## config.mk

```make
export PLATFORM = sky130hd
export DESIGN_NAME = bit_group_radix_converter
export DESIGN_NICKNAME = d
export VERILOG_FILES = /design/src/hdl/bgrc_pkg.sv /design/src/hdl/bit_group_radix_converter.sv
export SDC_FILE = /design/constraint.sdc
export NUM_CORES = 1
export LEC_CHECK = 0
export BUFFER_PORTS_ARGS = -buffer_cell sky130_fd_sc_hd__buf_2
export CAP_MARGIN = 20
export CORE_ASPECT_RATIO = 0.7
export CORE_MARGIN = 3
export CORE_UTILIZATION = 35
export DETAILED_ROUTE_END_ITERATION = 12
export SLEW_MARGIN = 30
export SYNTH_ARGS = -nofsm -noshare
export SYNTH_HDL_FRONTEND = slang
export SYNTH_SLANG_ARGS = --single-unit
```

## constraint.sdc

```tcl
create_clock -name aclk -period 10.4 [get_ports aclk]
set_clock_uncertainty 0.2 [all_clocks]
set_input_delay 2.6 -clock aclk [delete_from_list [all_inputs] [get_ports aclk]]
set_output_delay 2.6 -clock aclk [all_outputs]
set_load 0.05 [all_outputs]
```

## src/hdl/bgrc_pkg.sv

```systemverilog
package bgrc_pkg;

    typedef enum logic [3:0] {
        S_IDLE = 4'b0001,
        S_DIV  = 4'b0010,
        S_EMIT = 4'b0100,
        S_STAT = 4'b1000
    } state_t;

    typedef struct packed {
        logic       ok;
        logic [2:0] bits;
        logic [1:0] digits;
    } radix_entry_t;

    localparam logic [1:0] REG_RADIX     = 2'd0;
    localparam logic [1:0] REG_DIRECTION = 2'd1;
    localparam logic [1:0] REG_LIMIT     = 2'd2;

    localparam logic DIR_TO_DIGITS = 1'b0;
    localparam logic DIR_TO_BITS   = 1'b1;

    localparam logic [2:0] ST_OK         = 3'd0;
    localparam logic [2:0] ST_BAD_RADIX  = 3'd1;
    localparam logic [2:0] ST_BIT_COUNT  = 3'd2;
    localparam logic [2:0] ST_INCOMPLETE = 3'd3;
    localparam logic [2:0] ST_BAD_DIGIT  = 3'd4;
    localparam logic [2:0] ST_OVERFLOW   = 3'd5;
    localparam logic [2:0] ST_LIMIT      = 3'd6;

    // bits per group and digits per group for each supported base
    function automatic radix_entry_t radix_lookup(input logic [4:0] k);
        radix_entry_t e;
        e = '{ok: 1'b0, bits: 3'd0, digits: 2'd0};
        unique case (k)
            5'd2:    e = '{ok: 1'b1, bits: 3'd1, digits: 2'd1};
            5'd3:    e = '{ok: 1'b1, bits: 3'd3, digits: 2'd2};
            5'd4:    e = '{ok: 1'b1, bits: 3'd2, digits: 2'd1};
            5'd5:    e = '{ok: 1'b1, bits: 3'd2, digits: 2'd1};
            5'd6:    e = '{ok: 1'b1, bits: 3'd5, digits: 2'd2};
            5'd8:    e = '{ok: 1'b1, bits: 3'd3, digits: 2'd1};
            5'd12:   e = '{ok: 1'b1, bits: 3'd7, digits: 2'd2};
            5'd16:   e = '{ok: 1'b1, bits: 3'd4, digits: 2'd1};
            default: e = '{ok: 1'b0, bits: 3'd0, digits: 2'd0};
        endcase
        return e;
    endfunction

endpackage

```

## src/hdl/bit_group_radix_converter.sv

```systemverilog
// A request's results leave through a registered output; when the group needs two digits,
//   an 8-step restoring divider (one quotient bit per cycle) runs before the first result.
// A new request is taken only when idle, once every result of the last has been sent (a final
//   request with no data gives one status-only result); one result per cycle while m_ready is high.
// Reset (aresetn low, synchronous): radix 2, direction 0, bit limit 0, message state
//   cleared, no result pending.
module bit_group_radix_converter #(
    parameter int COUNT_BITS = 16
) (
    input  logic       aclk,
    input  logic       aresetn,
    input  logic       cfg_we,
    input  logic [1:0] cfg_index,
    input  logic [15:0] cfg_wdata,
    input  logic       s_valid,
    output logic       s_ready,
    input  logic [3:0] s_symbol_in,
    input  logic       s_last_in,
    output logic       m_valid,
    input  logic       m_ready,
    output logic [3:0] m_symbol_out,
    output logic       m_symbol_valid,
    output logic       m_last_out,
    output logic [2:0] m_status
);
    import bgrc_pkg::*;

    localparam int W = (COUNT_BITS > 16) ? COUNT_BITS : 16;

    state_t state_reg, state_next;

    logic [4:0]  radix_reg;
    logic        dir_reg;
    logic [15:0] limit_reg;

    logic [7:0]            gv_reg, gv_next;
    logic [2:0]            pos_reg, pos_next;
    logic [2:0]            bmod_reg, bmod_next;
    logic [COUNT_BITS-1:0] be_reg, be_next;
    logic [2:0]            err_reg, err_next;

    logic [7:0] work_reg, work_next;
    logic [3:0] rem_reg, rem_next;
    logic [2:0] div_cnt_reg, div_cnt_next;
    logic [2:0] cnt_reg, cnt_next;
    logic       bits_mode_reg, bits_mode_next;
    logic       last_reg, last_next;

    logic       m_valid_reg, m_valid_next;
    logic [3:0] m_symbol_reg, m_symbol_next;
    logic       m_symval_reg, m_symval_next;
    logic       m_last_reg, m_last_next;
    logic [2:0] m_status_reg, m_status_next;

    radix_entry_t lk;
    logic         accept, out_free;
    logic         bit0, bad0, bad1;
    logic [3:0]   dig1;
    logic [7:0]   gv0, gv1, v0;
    logic [2:0]   pos_inc, shamt;
    logic [12:0]  prod;
    logic         fire0, fire1, ovf, err_set4;
    logic [W-1:0] be_ext, lim_ext, max_ext, diff;
    logic [2:0]   keep;
    logic [COUNT_BITS:0] be_sum;
    logic [COUNT_BITS-1:0] be_sat;
    logic [2:0]   status;
    logic [4:0]   trial, trial_sub;
    logic         ge;
    logic [7:0]   quot;
    logic [3:0]   emit_sym;

    assign lk       = radix_lookup(radix_reg);
    assign accept   = s_valid && s_ready;
    assign out_free = !m_valid_reg || m_ready;

    assign s_ready        = (state_reg == S_IDLE);
    assign m_valid        = m_valid_reg;
    assign m_symbol_out   = m_symbol_reg;
    assign m_symbol_valid = m_symval_reg;
    assign m_last_out     = m_last_reg;
    assign m_status       = m_status_reg;

    // bits -> digits path
    assign bad0    = (s_symbol_in > 4'd1);
    assign bit0    = (s_symbol_in == 4'd1);
    assign gv0     = {gv_reg[6:0], bit0};
    assign pos_inc = pos_reg + 3'd1;
    assign fire0   = lk.ok && ((pos_inc >= lk.bits) || (s_last_in && (pos_inc != 3'd0)));
    assign shamt   = lk.bits - pos_inc;
    assign v0      = (pos_inc < lk.bits) ? 8'(gv0 << shamt) : gv0;

    // digits -> bits path
    assign bad1  = ({1'b0, s_symbol_in} >= radix_reg);
    assign dig1  = bad1 ? 4'd0 : s_symbol_in;
    assign prod  = gv_reg * radix_reg;
    assign gv1   = prod[7:0] + {4'd0, dig1};
    assign fire1 = lk.ok && (pos_inc >= {1'b0, lk.digits});
    assign ovf   = ((gv1 >> lk.bits) != 8'd0);

    assign err_set4 = (dir_reg == DIR_TO_DIGITS) ? bad0 : (lk.ok && bad1);

    // how many of the group's bits fall under the limit (kept bits form a prefix)
    assign be_ext  = W'(be_reg);
    assign lim_ext = W'(limit_reg);
    assign max_ext = W'({COUNT_BITS{1'b1}});
    assign diff    = lim_ext - be_ext;
    always_comb begin
        if (be_ext >= lim_ext) begin
            keep = 3'd0;
        end else if (max_ext < lim_ext) begin
            keep = lk.bits;
        end else if (diff < W'(lk.bits)) begin
            keep = diff[2:0];
        end else begin
            keep = lk.bits;
        end
    end

    assign be_sum = {1'b0, be_reg} + (COUNT_BITS+1)'(lk.bits);
    assign be_sat = be_sum[COUNT_BITS] ? {COUNT_BITS{1'b1}} : be_sum[COUNT_BITS-1:0];

    // final status from message state as left by the current request
    always_comb begin
        if (!lk.ok) begin
            status = ST_BAD_RADIX;
        end else if (dir_reg == DIR_TO_DIGITS && bmod_reg != 3'd0) begin
            status = ST_BIT_COUNT;
        end else if (dir_reg == DIR_TO_BITS && limit_reg[2:0] != 3'd0) begin
            status = ST_BIT_COUNT;
        end else if (dir_reg == DIR_TO_BITS && pos_reg != 3'd0) begin
            status = ST_INCOMPLETE;
        end else if (err_reg != ST_OK) begin
            status = err_reg;
        end else if (dir_reg == DIR_TO_BITS && lim_ext > be_ext) begin
            status = ST_LIMIT;
        end else begin
            status = ST_OK;
        end
    end

    // restoring divide step; remainder stays below radix
    assign trial     = {rem_reg, work_reg[7]};
    assign ge        = (trial >= radix_reg);
    assign trial_sub = ge ? (trial - radix_reg) : trial;
    assign quot      = {work_reg[6:0], ge};

    assign emit_sym = bits_mode_reg ? {3'd0, work_reg[7]} : work_reg[7:4];

    always_comb begin
        state_next     = state_reg;
        gv_next        = gv_reg;
        pos_next       = pos_reg;
        bmod_next      = bmod_reg;
        be_next        = be_reg;
        err_next       = err_reg;
        work_next      = work_reg;
        rem_next       = rem_reg;
        div_cnt_next   = div_cnt_reg;
        cnt_next       = cnt_reg;
        bits_mode_next = bits_mode_reg;
        last_next      = last_reg;
        m_valid_next   = m_valid_reg && !m_ready;
        m_symbol_next  = m_symbol_reg;
        m_symval_next  = m_symval_reg;
        m_last_next    = m_last_reg;
        m_status_next  = m_status_reg;

        unique case (state_reg)
            S_IDLE: begin
                if (accept) begin
                    last_next = s_last_in;
                    cnt_next  = 3'd0;
                    if (err_reg == ST_OK) begin
                        if (err_set4) begin
                            err_next = ST_BAD_DIGIT;
                        end else if (dir_reg == DIR_TO_BITS && fire1 && ovf) begin
                            err_next = ST_OVERFLOW;
                        end
                    end
                    if (dir_reg == DIR_TO_DIGITS) begin
                        bmod_next      = bmod_reg + 3'd1;
                        bits_mode_next = 1'b0;
                        if (lk.ok) begin
                            if (fire0) begin
                                gv_next  = 8'd0;
                                pos_next = 3'd0;
                                if (lk.digits == 2'd2) begin
                                    work_next    = v0;
                                    rem_next     = 4'd0;
                                    div_cnt_next = 3'd7;
                                    cnt_next     = 3'd2;
                                end else begin
                                    work_next = {v0[3:0], 4'd0};
                                    cnt_next  = 3'd1;
                                end
                            end else begin
                                gv_next  = gv0;
                                pos_next = pos_inc;
                            end
                        end
                    end else if (lk.ok) begin
                        bits_mode_next = 1'b1;
                        if (fire1) begin
                            gv_next   = 8'd0;
                            pos_next  = 3'd0;
                            be_next   = be_sat;
                            work_next = 8'(gv1 << (4'd8 - {1'b0, lk.bits}));
                            cnt_next  = keep;
                        end else begin
                            gv_next  = gv1;
                            pos_next = pos_inc;
                        end
                    end

                    if (dir_reg == DIR_TO_DIGITS && fire0 && lk.digits == 2'd2) begin
                        state_next = S_DIV;
                    end else if (dir_reg == DIR_TO_DIGITS && fire0) begin
                        state_next = S_EMIT;
                    end else if (dir_reg == DIR_TO_BITS && fire1 && keep != 3'd0) begin
                        state_next = S_EMIT;
                    end else if (s_last_in) begin
                        state_next = S_STAT;
                    end
                end
            end

            S_DIV: begin
                div_cnt_next = div_cnt_reg - 3'd1;
                if (div_cnt_reg == 3'd0) begin
                    work_next  = {quot[3:0], trial_sub[3:0]};
                    state_next = S_EMIT;
                end else begin
                    work_next = quot;
                    rem_next  = trial_sub[3:0];
                end
            end

            S_EMIT: begin
                if (out_free) begin
                    m_valid_next  = 1'b1;
                    m_symbol_next = emit_sym;
                    m_symval_next = 1'b1;
                    m_last_next   = last_reg && (cnt_reg == 3'd1);
                    m_status_next = (last_reg && cnt_reg == 3'd1) ? status : ST_OK;
                    work_next     = bits_mode_reg ? {work_reg[6:0], 1'b0}
                                                  : {work_reg[3:0], 4'd0};
                    cnt_next      = cnt_reg - 3'd1;
                    if (cnt_reg == 3'd1) begin
                        state_next = S_IDLE;
                        if (last_reg) begin
                            gv_next   = 8'd0;
                            pos_next  = 3'd0;
                            bmod_next = 3'd0;
                            be_next   = '0;
                            err_next  = ST_OK;
                        end
                    end
                end
            end

            S_STAT: begin
                if (out_free) begin
                    m_valid_next  = 1'b1;
                    m_symbol_next = 4'd0;
                    m_symval_next = 1'b0;
                    m_last_next   = 1'b1;
                    m_status_next = status;
                    gv_next       = 8'd0;
                    pos_next      = 3'd0;
                    bmod_next     = 3'd0;
                    be_next       = '0;
                    err_next      = ST_OK;
                    state_next    = S_IDLE;
                end
            end

            default: state_next = S_IDLE;
        endcase
    end

    always_ff @(posedge aclk) begin
        if (!aresetn) begin
            state_reg   <= S_IDLE;
            radix_reg   <= 5'd2;
            dir_reg     <= DIR_TO_DIGITS;
            limit_reg   <= 16'd0;
            gv_reg      <= 8'd0;
            pos_reg     <= 3'd0;
            bmod_reg    <= 3'd0;
            be_reg      <= '0;
            err_reg     <= ST_OK;
            cnt_reg     <= 3'd0;
            div_cnt_reg <= 3'd0;
            last_reg    <= 1'b0;
            m_valid_reg <= 1'b0;
        end else begin
            state_reg   <= state_next;
            gv_reg      <= gv_next;
            pos_reg     <= pos_next;
            bmod_reg    <= bmod_next;
            be_reg      <= be_next;
            err_reg     <= err_next;
            cnt_reg     <= cnt_next;
            div_cnt_reg <= div_cnt_next;
            last_reg    <= last_next;
            m_valid_reg <= m_valid_next;
            if (cfg_we) begin
                unique case (cfg_index)
                    REG_RADIX:     radix_reg <= cfg_wdata[4:0];
                    REG_DIRECTION: dir_reg   <= cfg_wdata[0];
                    REG_LIMIT:     limit_reg <= cfg_wdata;
                    default: ;
                endcase
            end
        end
    end

    always_ff @(posedge aclk) begin
        work_reg      <= work_next;
        rem_reg       <= rem_next;
        bits_mode_reg <= bits_mode_next;
        m_symbol_reg  <= m_symbol_next;
        m_symval_reg  <= m_symval_next;
        m_last_reg    <= m_last_next;
        m_status_reg  <= m_status_next;
    end

endmodule

```

# [Yosys cells after proc, flatten, opt, wreduce, memory -nomap -nowiden]
# Memories as Yosys holds them, arrays and structs flattened. A register that Yosys moved wholly into a read port is not among the register bits.
# Index checks and enable logic that the tools add are counted.
[word_totals] register_bits=89 romBits=192 output_inout_bits=11 word_cells=239 n_memories=1
[classes] add_sub_neg=10 n_mul=1 order_cmp=10 eq_ne=28 shift=3 muxes=114 bitwise=1 n_reduce_logical=51
[mem_list] memory="(no name shown)" words=32 word_bits=6 rd=1 rd_clocked_by_memory_dff=1 wr=0 line_no="bgrc_pkg.sv:35" rtl="unique case (k)"
[op_table] cell="8-bit two-way mux" count=21
[op_table] cell="16-bit two-way mux" count=9
[op_table] cell="3-bit two-way mux" count=38
[op_table] cell="4-bit two-way mux" count=20
[op_table] cell="16-bit one-hot mux with 3 select lines" count=1
[op_table] cell="8-bit one-hot mux with 3 select lines" count=2
[op_table] cell="3-bit one-hot mux with 3 select lines" count=3
[op_table] cell="3-bit nonzero test" count=8
[op_table] cell="7-bit AND reduction" count=3
[op_table] cell="3-bit one-hot mux with 2 select lines" count=3
[op_table] cell="6-bit AND reduction" count=3
[op_table] cell="16-bit by 3-bit adder with 17-bit output" count=1
[op_table] cell="16-bit >= comparator" count=1
[op_table] cell="16-bit > comparator" count=1
[op_table] cell="1-bit logical AND" count=16
[op_table] cell="16-bit less-than comparator (first input constant)" count=1
[op_table] cell="16-bit by 3-bit less-than comparator with 1-bit output" count=1
[op_table] cell="2-bit by 1-bit inequality test with 1-bit output (second input constant)" count=8
[op_table] cell="4-bit one-hot mux with 2 select lines" count=2
[op_table] cell="4-bit one-hot mux with 4 select lines" count=1
[op_table] cell="16-bit subtractor" count=1
[op_table] cell="2-bit inequality test (second input constant)" count=7
[op_table] cell="5-bit two-way mux" count=2
[op_table] cell="3-bit AND reduction" count=3
[op_table] cell="40 further kinds" count=62

# [Depth between registers and ports, before layout]
[depth] word_depth=12 ltp_mapped=24

# [Worst setup path after synthesis]
# OpenSTA, ideal clock, no wires.
[synth_path] path_type="input to register" start="input s_symbol_in[0]" end="register err_reg[2]" setup_time_ps=131 arrival_time_ps=6804 required_ps=10069 path_slack_ps=3265 stages=20 path_buffers=0 path_cell_list="inv_1 -> ha_1 -> nand2b_1 -> a21o_1 -> a21oi_1 -> nor2b_1 -> o21ai_0 -> and2_1 -> fa_1 -> ha_1 -> fa_1 -> inv_1 -> fa_1 -> xor2_1 -> a31oi_1 -> nor4_1 -> a21oi_1 -> o31a_1 -> o221ai_1 -> o21ai_0"
[synth_between] elab_chain_len=8 elab_cells_between_ends=15 classes_between="add/sub (1); order compare (2); eq/ne (1); shift (1); mux (6); reduce/logical (4)"
[synth_lines] element="start: declaration" line_no="bit_group_radix_converter.sv:17" rtl="input logic [3:0] s_symbol_in,"
[synth_lines] element="4-bit by 5-bit >= comparator with 1-bit output" line_no="bit_group_radix_converter.sv:94" rtl="assign bad1 = ({1'b0, s_symbol_in} >= radix_reg);"
[synth_lines] element="4-bit two-way mux" line_no="bit_group_radix_converter.sv:95" rtl="assign dig1 = bad1 ? 4'd0 : s_symbol_in;"
[synth_lines] element="8-bit by 4-bit adder with 8-bit output" line_no="bit_group_radix_converter.sv:97" rtl="assign gv1 = prod[7:0] + {4'd0, dig1};"
[synth_lines] element="8-bit by 3-bit >> shifter with 8-bit output" line_no="bit_group_radix_converter.sv:99" rtl="assign ovf = ((gv1 >> lk.bits) != 8'd0);"
[synth_lines] element="8-bit nonzero test" line_no="bit_group_radix_converter.sv:99"
[synth_lines] element="1-bit logical AND" line_no="bit_group_radix_converter.sv:177" rtl="end else if (dir_reg == DIR_TO_BITS && fire1 && ovf) begin"
[synth_lines] element="3-bit by 1-bit inequality test with 1-bit output (no source line)"
[synth_lines] element="8-bit AND reduction (no source line)"
[synth_lines] element="end signal: assignment" line_no="bit_group_radix_converter.sv:303" rtl="err_reg <= err_next;"
[synth_lines] element="end: declaration" line_no="bit_group_radix_converter.sv:40" rtl="logic [2:0] err_reg, err_next;"
# Parallel ways exist; a longest one is shown, timed or not. The select of a mux whose other input is x is not followed.
# A chain may end at the register's enable or synchronous reset.

# [Worst setup path after layout]
[layout_path] start="input s_symbol_in[0]" end="register work_reg[6], data pin"
[layout_between] elab_chain_len=9 elab_cells_between_ends=15 classes_between="add/sub (1); order compare (1); eq/ne (1); shift (2); mux (10)"
[layout_lines] element="4-bit by 5-bit >= comparator with 1-bit output or 4-bit by 1-bit equality test with 1-bit output (tied branches)" line_no="bit_group_radix_converter.sv:94, bit_group_radix_converter.sv:86"
[layout_lines] element="4-bit two-way mux or 8-bit by 3-bit << shifter with 8-bit output (tied branches)" line_no="bit_group_radix_converter.sv:95, bit_group_radix_converter.sv:91"
[layout_lines] element="8-bit by 4-bit adder with 8-bit output or 8-bit two-way mux (tied branches)" line_no="bit_group_radix_converter.sv:97, bit_group_radix_converter.sv:91"
[layout_lines] element="8-bit by 4-bit << shifter with 8-bit output or 8-bit two-way mux (tied branches)" line_no="bit_group_radix_converter.sv:208, bit_group_radix_converter.sv:188"
[layout_lines] element="8-bit two-way mux (on tied branches)" line_no="bit_group_radix_converter.sv:204, bit_group_radix_converter.sv:185"
[layout_lines] element="8-bit two-way mux (on tied branches)" line_no="bit_group_radix_converter.sv:202, bit_group_radix_converter.sv:184"
[layout_lines] element="8-bit two-way mux *" line_no="bit_group_radix_converter.sv:181" rtl="if (dir_reg == DIR_TO_DIGITS) begin"
[layout_lines] element="8-bit two-way mux *" line_no="bit_group_radix_converter.sv:171" rtl="if (accept) begin"
[layout_lines] element="8-bit one-hot mux with 3 select lines *" line_no="bit_group_radix_converter.sv:169" rtl="unique case (state_reg)"
[layout_lines] element="named net work_next[6]" line_no="bit_group_radix_converter.sv:42" rtl="logic [7:0] work_reg, work_next;"
[layout_lines] element="end signal: assignment" line_no="bit_group_radix_converter.sv:320" rtl="work_reg <= work_next;"
[layout_lines] element="end: declaration" line_no="bit_group_radix_converter.sv:42"
# Mark *: on every way through the listed nets, which the timed path passes. The rest lies on a longest branch. The select of a mux whose other input is x is not followed.

==> flow_summary.toml <==
[yosys]
netlist_area_mm2 = 0.00775
syn_nets = 1088
yosys_warnings = 0
seq_area_frac_synth = 0.271
avgSynthCellArea_um2 = 7.88
synth_cell_type_count = 70
synth-edff-count = 22
synth_cells = 983
synthArstFlopShare = 0
synth_flop_cell = "dfxtp_1"
yosys_register_bits = 94

[cts]
cts.sinks = 94
tritoncts = "done"
htreeDepth = 3
post_cts_buffers = 0
clk_pin_slew_worst_paths_ps = 70
holdBufCountCts = 0
cts_root_buf = "clkbuf_16"
numCtsBuffers = 9
cts_resized = 0
insertion_delay_ps = 360
clock_path_buffers = 2

[cells_and_area]
area_growth_syn_to_layout_pct = 9.29
diodes = 0
drive_gt1_frac = 0.0809
nets = 1101
layout.cells.non_filler = 1277
utilization = 0.398

[floorplanning]
die_h_um = 130
core_area_mm2 = 0.0213
ios = 39
die_x_um = 184
die_area_mm2 = 0.0240
core.rowCount = 44
initial_utilization = 0.365

[timing]
max_freq_mhz = 137
worst_slack_ps = 3100
rsz0062_at_grt = "false"
finalCriticalPeriod_ps = 7300
setup-violations-final = 0
setup-tns-final_ps = 0
report.final.slew_viol_count = 0
finalCritPeriodShare = 0.702
maxSlewHeadroom = 0.391
hold_viol_final = 0
worst_pin_slew_ps = 909

[power_and_ir_drop]
p_per_area_mw_per_mm2 = 154
totalPowerFinal_mw = 1.30
ir_worst_vdd_mv = 0.0999
cellLeakagePower_nw = 3.40

[route]
drt_iter0_markers = 777
ant_nets = 0
remaining_drc_errors = 0
viasPerCell = 5.58
num_vias = 7129
avgRoutedWirePerCell_um = 17.5
wl_mm = 22.3
firstDrtPassIters = 9

[global_route]
antenna_found_initial = 0
grt_pass1_wl_mm = 35.2
grt_pass1_vias = 6335
grt_max_degree = 70
gr-usage-all-layers = 0.186
overflow = 0

[worst_setup_path]
rrSetupSlack_ps = 4690
cp_max_fo = 5
criticalPathCategory = "input port to register"
start_kind = "input port"
cp_data_arrival_time_ps = 7190
worstSetupEndpointType = "register"
required_ps = 10290

[placed_design]
dp.cells = 1261
gp_congestion = 0.873
dp_hpwl_mm = 17.0
pre_cts_slack_ps = 2790
port_buffers = 38

[hold_path]
min_path_type = "register to register"

[run_status]
outcome = "completed"

[flow_run]
drv_cap = 0
worst max-delay path, stage by stage:
cell and delay [ps]:
buf_2 90, inv_1 40, ha_1 270, nand2b_1 140, a21o_1 170, a21oi_1 140
nor2b_1 60, o21ai_0 340, and2_1 220, fa_1 420, ha_1 320, fa_1 570
inv_1 70, fa_1 450, inv_1 70, a21o_1 100, a21oi_1 70, xnor2_1 200
a21o_1 230, mux2i_1 140, o21ai_0 90, a221oi_1 330, a21oi_1 80
cells in the final DEF (no fill, tap or decap), drive strengths merged, types with 5 or more instances in the layout:
cell type,synthesis,final
nand4,7,7
nand2,128,128
a22oi,8,8
a211oi,9,9
nor3,14,14
nand2b,11,11
buf,2,43
o22ai,6,6
edfxtp,22,22
ha,59,59
and2,37,37
o31ai,6,6
or3,5,5
o21ai,70,70
o21a,6,6
mux2,5,5
clkbuf,39,9
a31oi,8,8
nor4,11,11
inv,84,87
a221oi,8,8
nor3b,5,5
nor2b,30,30
fa,18,18
xor2,5,5
xnor2,18,18
and3,5,5
a21oi,81,81
a21boi,23,23
nand3,19,19
mux2i,22,22
nand3b,5,5
nor2,66,66
dfxtp,72,72
a21o,17,17
report_power, final:
| part | internal, mW | total (mW) | switching (mW) | leakage, nW |
|---|---|---|---|---|
| clock network | 0.163 | 0.320 | 0.157 | 0.134 |
| logic | 0.171 | 0.507 | 0.336 | 2.47 |
| registers | 0.433 | 0.477 | 0.0437 | 0.796 |
metrics by stage:
| stage | cell area, um^2 | hold slack (ps) |
|---|---|---|
| after floorplan | 7750 | 246 |
| after CTS | 8460 | 277 |
| final | 8470 | 272 |
| after detailed placement | 8180 | 267 |
| after global routing | 8470 | 289 |
| after global placement | 8170 | 259 |
synth_stat cells (7+ instances only):
cell type    n  area, um^2
a211oi_1     8        60.1
a21boi_0    23         173
a21o_1      17         128
a21oi_1     78         390
a221oi_1     8        70.1
a22oi_1      8        60.1
a31oi_1      8        50.1
and2_1      37         231
clkbuf_1    39         146
dfxtp_1     72        1440
edfxtp_1    22         661
fa_1        18         360
ha_1        59         738
inv_1       84         315
mux2i_1     22         220
nand2_1    128         480
nand2b_1    11        68.8
nand3_1     19        95.1
nand4_1      7        43.8
nor2_1      66         248
nor2b_1     30         188
nor3_1      14        70.1
nor4_1      10        62.6
o21ai_0     67         335
xnor2_1     18         158
final timing paths:
kind / cells after the start / startpoint / end
setup / recovery: 23 / s_symbol_in[0] / work_reg[6]
setup reg to reg: 21 / radix_reg[0] / work_reg[6]
hold / removal: 2 / lim_ext[12] / lim_ext[12]
hold reg to reg: 2 / lim_ext[12] / lim_ext[12]
layer usage:
metal / up-vias / share of wire / GRT usage
met5: - / 0 / 0
met2: 273 / 0.37 / 0.242
li1: 3486 / - / -
met4: 0 / 0.0091 / 0.0351
met3: 16 / 0.069 / 0.0310
met1: 3354 / 0.56 / 0.311
logic make-up (layout without fill, tap and decap cells):
logic type,after synthesis,count (layout),share of synthesized area
muxes,28,28,0.0386
and+or+nand+nor,351,351,0.222
adders and majority gates,77,77,0.142
AOI/OAI and AO/OA,284,284,0.239
buffers and inverters,126,144,0.0614
DFF,94,94,0.271
xor gates and xnor gates,23,23,0.0260
area by class of cell:
type                            instances  area (um^2)
Tap cell                              276          345
Clock inverter                          7         47.5
Fill cell                            2227        12800
Timing Repair Buffer                   43          228
Multi-Input combinational cell        763         5200
Inverter                               85          319
Clock buffer                            9          225
Sequential cell                        94         2100
Note: power is estimated with default switching activity, not from simulation.
